$ cat src/sv/fys_pkg.sv
package fys_pkg;

  localparam int TABLE_DEPTH = 1024;
  localparam int ADDR_W      = $clog2(TABLE_DEPTH);
  localparam int COUNT_W     = ADDR_W + 1;
  localparam int WORD_W      = 32;
  localparam int POS_W       = 10;

  typedef enum logic [1:0] {
    OP_LOAD   = 2'd0,
    OP_RANDOM = 2'd1,
    OP_READ   = 2'd2,
    OP_CLEAR  = 2'd3
  } opcode_t;

  typedef enum logic [2:0] {
    ST_ACCEPTED = 3'd0,
    ST_REJECTED = 3'd1,
    ST_SWAPPED  = 3'd2,
    ST_FINISHED = 3'd3,
    ST_OVERFLOW = 3'd4,
    ST_BAD      = 3'd5
  } status_t;

  typedef enum logic [1:0] {
    PH_LOADING   = 2'd0,
    PH_SHUFFLING = 2'd1,
    PH_DONE      = 2'd2
  } phase_t;

  typedef enum logic [1:0] {
    RD_NONE = 2'd0,
    RD_EFF  = 2'd1,
    RD_CAND = 2'd2,
    RD_IDX  = 2'd3
  } rd_sel_t;

  typedef enum logic [1:0] {
    WR_NONE = 2'd0,
    WR_LOAD = 2'd1,
    WR_POS  = 2'd2,
    WR_CAND = 2'd3
  } wr_sel_t;

  typedef struct packed {
    opcode_t             opcode;
    logic [WORD_W-1:0]   element_value;
    logic [WORD_W-1:0]   random_word;
    logic [POS_W-1:0]    read_index;
  } item_t;

  typedef struct packed {
    status_t             status;
    logic [WORD_W-1:0]   read_value;
    logic [POS_W-1:0]    position;
    logic                done_res;
  } result_t;

  typedef struct packed {
    logic    latch;
    logic    do_load;
    logic    do_clear;
    logic    do_start;
    logic    do_finish_empty;
    logic    do_step;
    logic    cap_cand;
    logic    cap_hold;
    rd_sel_t rd_sel;
    wr_sel_t wr_sel;
    logic    emit;
    logic    sel_rdata;
    status_t status;
  } fys_cmd_t;

  typedef struct packed {
    opcode_t opcode;
    phase_t  phase;
    logic    full;
    logic    count_le1;
    logic    idx_bad;
    logic    cand_reject;
    logic    pos_is_one;
  } fys_stat_t;

endpackage

$ cat src/sv/fys_ctrl.sv
module fys_ctrl (
  input  logic              clk,
  input  logic              rst,
  input  logic              start,
  input  fys_pkg::fys_stat_t stat,
  output fys_pkg::fys_cmd_t  cmd,
  output logic              busy
);
  import fys_pkg::*;

  typedef enum logic [2:0] {
    S_IDLE,
    S_DECODE,
    S_READ,
    S_SWAP_RD,
    S_SWAP_WR1,
    S_SWAP_WR2
  } state_t;

  state_t state;
  state_t state_next;

  always_comb begin
    cmd        = '0;
    cmd.rd_sel = RD_NONE;
    cmd.wr_sel = WR_NONE;
    cmd.status = ST_ACCEPTED;
    state_next = state;
    unique case (state)
      S_IDLE: begin
        if (start) begin
          cmd.latch  = 1'b1;
          state_next = S_DECODE;
        end
      end
      S_DECODE: begin
        state_next = S_IDLE;
        unique case (stat.opcode)
          OP_LOAD: begin
            cmd.emit = 1'b1;
            if (stat.phase != PH_LOADING) begin
              cmd.status = ST_BAD;
            end else if (stat.full) begin
              cmd.status = ST_OVERFLOW;
            end else begin
              cmd.do_load = 1'b1;
              cmd.wr_sel  = WR_LOAD;
            end
          end
          OP_CLEAR: begin
            cmd.do_clear = 1'b1;
            cmd.emit     = 1'b1;
          end
          OP_READ: begin
            if (stat.idx_bad) begin
              cmd.emit   = 1'b1;
              cmd.status = ST_BAD;
            end else begin
              cmd.rd_sel = RD_IDX;
              state_next = S_READ;
            end
          end
          OP_RANDOM: begin
            if (stat.phase == PH_DONE) begin
              cmd.emit   = 1'b1;
              cmd.status = ST_BAD;
            end else if (stat.phase == PH_LOADING && stat.count_le1) begin
              cmd.do_finish_empty = 1'b1;
              cmd.emit            = 1'b1;
              cmd.status          = ST_FINISHED;
            end else begin
              cmd.do_start = (stat.phase == PH_LOADING);
              cmd.cap_cand = 1'b1;
              if (stat.cand_reject) begin
                cmd.emit   = 1'b1;
                cmd.status = ST_REJECTED;
              end else begin
                cmd.rd_sel = RD_EFF;
                state_next = S_SWAP_RD;
              end
            end
          end
          default: state_next = S_IDLE;
        endcase
      end
      S_READ: begin
        cmd.emit      = 1'b1;
        cmd.sel_rdata = 1'b1;
        state_next    = S_IDLE;
      end
      S_SWAP_RD: begin
        cmd.rd_sel   = RD_CAND;
        cmd.cap_hold = 1'b1;
        state_next   = S_SWAP_WR1;
      end
      S_SWAP_WR1: begin
        cmd.wr_sel = WR_POS;
        state_next = S_SWAP_WR2;
      end
      S_SWAP_WR2: begin
        cmd.wr_sel  = WR_CAND;
        cmd.do_step = 1'b1;
        cmd.emit    = 1'b1;
        cmd.status  = stat.pos_is_one ? ST_FINISHED : ST_SWAPPED;
        state_next  = S_IDLE;
      end
      default: state_next = S_IDLE;
    endcase
  end

  always_ff @(posedge clk) begin
    if (rst) begin
      state <= S_IDLE;
    end else begin
      state <= state_next;
    end
  end

  assign busy = (state != S_IDLE);

endmodule

$ cat config.mk
export PLATFORM = sky130hd
export DESIGN_NAME = fys_ctrl
export DESIGN_NICKNAME = d
export VERILOG_FILES = /design/src/sv/fys_pkg.sv /design/src/sv/fys_ctrl.sv
export SDC_FILE = /design/constraint.sdc
export NUM_CORES = 1
export LEC_CHECK = 0
export ABC_AREA = 1
export ABC_CLOCK_PERIOD_IN_PS = 2720
export BUFFER_PORTS_ARGS = -buffer_cell sky130_fd_sc_hd__buf_2
export CAP_MARGIN = 20
export CORE_AREA = 2 2 39 41
export DETAILED_ROUTE_END_ITERATION = 12
export DIE_AREA = 0 0 41 43
export PLACE_DENSITY = 0.68
export RECOVER_POWER = 100
export SLEW_MARGIN = 20
export SYNTH_ARGS = -nofsm -noshare
export SYNTH_HDL_FRONTEND = slang
export SYNTH_SLANG_ARGS = --single-unit
$ cat constraint.sdc
create_clock -name clk -period 2.72 [get_ports clk]
set_input_delay 0.408 -clock clk [delete_from_list [all_inputs] [get_ports clk]]
set_output_delay 0.408 -clock clk [all_outputs]
set_load 0.1 [all_outputs]
=== Yosys cells after proc, flatten, opt, wreduce, memory -nomap -nowiden ===
Index checks and enable logic that the tools add are counted.

* Eq/ne operators: 10
* Muxes and demuxes: 50
* Reduce and logical (&&, ||, !) cells: 8

{| class="wikitable"
|+ Operators by type and width
! kind !! number
|-
| 1-bit two-way mux || 26
|-
| 3-bit two-way mux || 7
|-
| 2-bit two-way mux || 7
|-
| 3-bit one-hot mux with 2 select lines || 2
|-
| 3-bit one-hot mux with 4 select lines || 1
|-
| 3-bit one-hot mux with 3 select lines || 1
|-
| 2-bit one-hot mux with 2 select lines || 2
|-
| 2-bit == test (second input constant) || 3
|-
| 3-bit by 2-bit == test with 1-bit output (second input constant) || 2
|-
| 3-bit == test (second input constant) || 2
|-
| 2-bit one-hot mux with 3 select lines || 1
|-
| 2-bit logical NOT || 2
|-
| 4-bit two-way mux || 1
|-
| 2-bit OR reduction || 2
|-
| 3-bit by 1-bit == test with 1-bit output (second input constant) || 1
|-
| 3-bit logical NOT || 1
|-
| 1-bit one-hot mux with 3 select lines || 1
|-
| 3-bit nonzero test || 1
|-
| 2-bit by 1-bit == test with 1-bit output (second input constant) || 1
|-
| 2-bit inequality test (second input constant) || 1
|-
| 1-bit one-hot mux with 2 select lines || 1
|-
| 2-bit nonzero test || 1
|-
| 1-bit logical AND || 1
|}

* Register bits after elaboration: 3
* Logic and storage cells: 69
* Input bits: 12
* Output and inout bits: 18

=== Depth between registers and ports, before layout ===
Gate-level depths: netlist (run 1).

* Word-level depth: 6
* Gate-level depth with buffers: 7
* Mapped depth without buffers: 7

=== Worst setup path after synthesis (run 1) ===
Ideal clock, no wire load.

* Path type: reg2out
* Start point: reg state[2]
* End point: out cmd[4] in the netlist's numbering
* Path slack: -1.108 ns
* Cell stages (with the launch flop): 5
* Arrival time: 3.420 ns
* Data required time: 2.312 ns
* Cells stage by stage: dfxtp_1 nor3_1 or2_1 inv_1 nand2_1

{| class="wikitable"
|+ RTL lines
! element !! RTL line !! source
|-
| start, declared || fys_ctrl.sv:20 || <nowiki>state_t state;</nowiki>
|-
| start signal, assigned || fys_ctrl.sv:115 || <nowiki>state <= state_next;</nowiki>
|-
| end, declared || fys_ctrl.sv:6 || <nowiki>output fys_pkg::fys_cmd_t cmd,</nowiki>
|}

==> out/metrics.yaml, run 1 <==
outcome:
  status: "finished, final reports clean"
sta:
  tns_ns: 0
  post-route-min-period_ns: 2.35
  final-setup-viol-count: 0
  hold-worst-slack_ns: 0.351
  slew_violations: 0
  slew_headroom_pct: 22.7
  post-route-period-util_pct: 86.4
  max_freq_mhz: 426
  finClkSkew_ns: 0.00343
  rsz0062_at_grt: "no"
  tightest_slew_ns: 1.16
  hold_viol: 0
finish:
  largest_reg_flops: 3
  drive_gt1_share_pct: 31.5
  area_growth_pct: 42.2
  nNetsFinal: 129
  final_common_cell: "nand2_1"
  fin_util_pct: 47.2
  largest-register: "state"
  antenna_cells: 0
  top_regs: "state: 3 flops"
  stdcell_area_um2: 653
  layout_common_cells: "nand2_1, inv_1, buf_2"
clocking:
  cts_max_path_buffers: 2
  cts_tree: "yes"
  clock-sinks: 3
  cts-root-buf: "clkbuf_4"
  post_cts_buffers: 0
  cts.clk_slew.worst_paths_ns: 0.04
  cts_buffers: 3
  clkLatencyLatePin_ns: 0.24
  htreeDepth: 1
  hold_buffers: 0
  cts_resized: 0
pwr:
  p_comb_share_pct: 48.0
  power_leakage_nw: 0.385
  netSwitchingPower_w: 0.000126
  power_density_nw_per_um2: 384
  power_w: 0.000251
  intPower_w: 0.000125
  sw_frac_of_total_pct: 50.2
  pwr-share-seq_pct: 19.1
  clkPwrFrac_pct: 32.9
  peakVddDrop_mv: 0.174
job:
  maxCapViolCount: 0
global_route:
  grt_max_degree: 7
  gr-total-overflow: 0
  grt_first_pass_wirelength_um: 1920
  first_global_vias: 520
  antenna_found_initial: 0
  globalRouteTotalUtil_pct: 15.3
place:
  globalplace.congestion: 0.802
  hpwl_um: 997
  portBuffers: 29
  place_area_um2: 641
critical_path:
  worstPathArrival_ns: 1.94
  crit_fanout: 5
  start_kind: "flip-flop"
  critical_path.endpoint_type: "primary output"
  crit_type: "flip-flop to primary output"
  crit_required_ns: 2.31
route:
  drc: 0
  postRouteAntennaNets: 0
  via_per_inst: 4.54
  drt-total-wl_um: 1200
  first_iter_violations: 14
  post_drt_wl_per_cell_um: 9.46
  num_vias: 577
  dr.pass1.iters: 4
synth:
  ys_seq_elements: 3
  seq_area_frac_synth_pct: 13.1
  syn_inst: 78
  yosysWarnings: 0
  syn_area_um2: 459
  synth.net_count: 95
  syn_avg_cell_area_um2: 5.89
  synth_cell_types: 20
floorplan:
  fp.coreArea_um2: 1380
  initial_core_util_pct: 33.2
  row_count: 14
  die_y_um: 43
  ios: 30
  die_w_um: 41
  die_area_um2: 1760
min_path:
  hold_class: "input port to flip-flop"
-- cell families (layout without fill, tap and decap cells) --
group | Yosys count | count (layout) | synth area share [%]
compound gates | 7 | 7 | 8.45
flops | 3 | 3 | 13.1
fa+ha+maj | 5 | 5 | 13.6
buf+inv | 19 | 52 | 15.5
simple gates | 44 | 44 | 49.3
-- power groups by stage --
stage                     Combinational [W]  Sequential (W)  Clock [W]
after CTS                          0.000122       0.0000480  0.0000834
after global routing               0.000129       0.0000481  0.0000893
after floorplan                   0.0000966       0.0000484          0
final                              0.000120       0.0000479  0.0000826
after global placement             0.000121       0.0000487          0
after detailed placement           0.000122       0.0000487          0
-- metrics by stage --
step / std cells / setup WS, ns
2_1_floorplan: 78 / -0.217
3_3_place_gp: 123 / 0.664
3_5_place_dp: 123 / 0.628
4_1_cts: 127 / 0.625
5_1_grt: 127 / 0.272
6_report: 127 / 0.370
-- worst max-delay path, stage by stage, from the launching register on --
cell and delay (ns):
dfxtp_1 0.38, nand2_2 0.13, nor2_4 0.16, inv_1 0.09
nor2_1 0.09, clkbuf_1 0.86
-- layer usage --
metal | routed length (um) | global-route usage (%) | part of all wire [%]
met1 | 481 | 17.9 | 40
met3 | 64 | 1.57 | 5.3
met5 | 0 | 0 | 0
met2 | 640 | 26.6 | 53
met4 | 15 | 6.00 | 1.2
-- area by class of cell --
cell class / instances / area [um^2]
repair buffers: 29 / 134
clock buffers: 4 / 26.3
multi-input cells: 56 / 342
flip-flops and latches: 3 / 60.1
inverters: 19 / 71.3
fillers: 151 / 731
well taps: 16 / 20.0
-- cells in the mapped netlist --
cell type / count / area share (%)
a21oi_1: 3 / 3.3
a31oi_1: 1 / 1.4
or2_1: 1 / 1.4
nor2_1: 10 / 8.2
nand4_2: 1 / 2.7
ha_1: 5 / 14
nor2_4: 2 / 4.9
nand3_2: 1 / 2.2
dfxtp_1: 3 / 13
nand4_1: 2 / 2.7
nor3b_2: 1 / 2.7
nor3_2: 1 / 2.2
nand2_1: 19 / 16
inv_2: 2 / 1.6
o21bai_1: 1 / 1.6
inv_1: 17 / 14
nand3_1: 4 / 4.4
nand2_2: 1 / 1.4
nor3_1: 1 / 1.1
o21ai_1: 2 / 2.2
-- path summary, 6_finish.rpt --
check                                end  slack (ns)  depth (start not counted)     start
worst max-delay path             cmd[14]        0.37                          5  state[0]
worst min-delay path            state[2]        0.35                          2       rst
worst max register to register  state[0]        1.72                          4  state[0]
worst min register to register  state[2]        0.60                          2  state[2]
Note: power is estimated with default switching activity, not from simulation.
==> run 2: changes to the inputs <==
--- a/config.mk
+++ b/config.mk
@@ -14,6 +14,7 @@
 export DIE_AREA = 0 0 41 43
 export PLACE_DENSITY = 0.68
 export RECOVER_POWER = 100
+export REMOVE_ABC_BUFFERS = 1
 export SLEW_MARGIN = 20
 export SYNTH_ARGS = -nofsm -noshare
 export SYNTH_HDL_FRONTEND = slang
==> run 2 against run 1 <==
Compared with the run above:
- critical path depth unchanged
- worst hold slack improved by 0.016 ns
- wire length shrank 7.7%
- setup slack gained 0.00084 ns
- non-clock buffer count is the same
- final area is 2.5% lower
- largest cell class unchanged
- highest routed layer unchanged
==> out/metrics.yaml, run 2 (synthesis gave the netlist of run 1 again) <==
outcome:
  status: "finished, final reports clean"
global_route:
  grt_first_pass_wirelength_um: 1720  # -10%
  antenna_found_initial: 0  # unchanged
  grt_max_degree: 7  # unchanged
  globalRouteTotalUtil_pct: 13.8  # -1.5 points
  first_global_vias: 452  # -13%
  gr-total-overflow: 0  # unchanged
finish:
  nNetsFinal: 129  # unchanged
  largest-register: "state"
  multiInputGateArea_um2: 328  # -4.0%
  regArea_um2: 60.1  # unchanged
  antenna_cells: 0  # unchanged
  layout_common_cells: "nand2_1, inv_1, clkbuf_1"
  instances_no_fill: 127  # unchanged
  final.fill_count: 158  # +4.6%
  largest_reg_flops: 3  # unchanged
  top_regs: "state: 3 flops"
  final_common_cell: "nand2_1"
  stdcell_area_um2: 637  # -2.5%
  area_growth_pct: 38.7
  drive_gt1_share_pct: 27.0  # -4.5 points
route:
  drt-total-wl_um: 1110  # -7.7%
  dr.pass1.iters: 2  # -2
  via_per_inst: 4.48  # -1.4%
  post_drt_wl_per_cell_um: 8.73  # -7.7%
  first_iter_violations: 8  # -6
  num_vias: 569  # -1.4%
  drc: 0  # unchanged
  postRouteAntennaNets: 0  # unchanged
floorplan:
  initial_core_util_pct: 33.2  # unchanged
  fp.coreArea_um2: 1380  # unchanged
  ios: 30  # unchanged
  die_w_um: 41  # unchanged
  row_count: 14  # unchanged
  die_y_um: 43  # unchanged
  die_area_um2: 1760  # unchanged
place:
  hpwl_um: 966  # -3.1%
  portBuffers: 29  # unchanged
  dp.cells: 123  # unchanged
  place_area_um2: 624  # -2.5%
  globalplace.congestion: 0.719  # -10%
sta:
  final-setup-viol-count: 0  # unchanged
  hold_viol: 0  # unchanged
  tightest_slew_ns: 1.17  # +0.00150 ns
  post-route-period-util_pct: 86.4  # about the same
  rsz0062_at_grt: "no"
  finClkSkew_ns: 0.00205  # -0.00138 ns
  slew_violations: 0  # unchanged
  max_freq_mhz: 426  # about the same
  post-route-min-period_ns: 2.35  # -0.000843 ns
  slew_headroom_pct: 22.6  # -0.10 points
clocking:
  clock-sinks: 3  # unchanged
  htreeDepth: 1  # unchanged
  cts.clk_slew.worst_paths_ns: 0.04  # about the same
  cts_resized: 0  # unchanged
  cts_max_path_buffers: 2  # unchanged
  cts_buffers: 3  # unchanged
  clkLatencyLatePin_ns: 0.24  # about the same
  hold_buffers: 0  # unchanged
  post_cts_buffers: 0  # unchanged
  cts_tree: "yes"
  cts-root-buf: "clkbuf_4"
critical_path:
  start_kind: "flip-flop"
  crit_required_ns: 2.31  # about the same
  crit_fanout: 6  # +1
  worstPathArrival_ns: 1.94  # about the same
  critical_path.max_stage_delay_ns: 0.86  # about the same
  crit_type: "flip-flop to primary output"
  critical_path.endpoint_type: "primary output"
  cpMaxStageDelayCell: "clkbuf_1"
  cp_cell_sequence: "inv_2 > nor2_4 > inv_1 > nand2_1 > clkbuf_1"
pwr:
  power_leakage_nw: 0.374  # -3.1%
  peakVddDrop_mv: 0.196  # +13%
  power_density_nw_per_um2: 386  # +0.42%
  power_w: 0.000246  # -2.1%
min_path:
  hold_class: "input port to flip-flop"
job:
  maxCapViolCount: 0  # unchanged
run 2: changes by cell type in the layout (fill, tap and decap cells not counted), sizes merged:
cell / change
buf: -1
clkbuf: +1
run 2: worst paths after layout:
path,startpoint,endpoint,slack (ns),cells after the start
min,rst,state[2],0.37,2
min reg2reg,state[2],state[2],0.58,2
max reg2reg,state[0],state[1],1.73,4
max,state[2],cmd[5],0.37,5
run 2: where the power goes:
group          total [W]  leakage (nW)  switching (W)  internal (W)
logic           0.000119         0.334      0.0000954     0.0000231
clock network  0.0000794        0.0150      0.0000243     0.0000551
registers      0.0000478        0.0244     0.00000184     0.0000459
run 2: final cells by class:
| class | count | share of cell area, % |
|---|---|---|
| well taps | 16 | 3.14 |
| repair buffers | 29 | 20.6 |
| inverters | 19 | 11.2 |
| multi-input cells | 56 | 51.5 |
| flip-flops and latches | 3 | 9.43 |
| clock buffers | 4 | 4.13 |
run 2: routing by layer:
metal	wire [um]	vias up	share of wire, %	track usage [%]
li1	-	308	-	-
met1	482	249	43	17.0
met2	574	10	52	21.9
met3	39	2	3.5	3.14
met4	13	0	1.2	6.00
met5	0	-	0	0
run 2: metrics by stage:
stage	hold WS, ns	util (%)	setup WS, ns	setup TNS (ns)
after floorplan	0.477	-	-1.11	-1.98
after global placement	0.570	45.1	0.666	0
after detailed placement	0.574	45.1	0.635	0
after CTS	0.365	47.0	0.631	0
after global routing	0.369	46.0	0.289	0
final	0.367	46.0	0.371	0
run 2: critical path: cells and delay by family, from the launching register on:
| family | cells | cell delay [ns] |
|---|---|---|
| simple gates | 2 | 0.20 |
| buf+inv | 3 | 1.04 |
| flops | 1 | 0.47 |
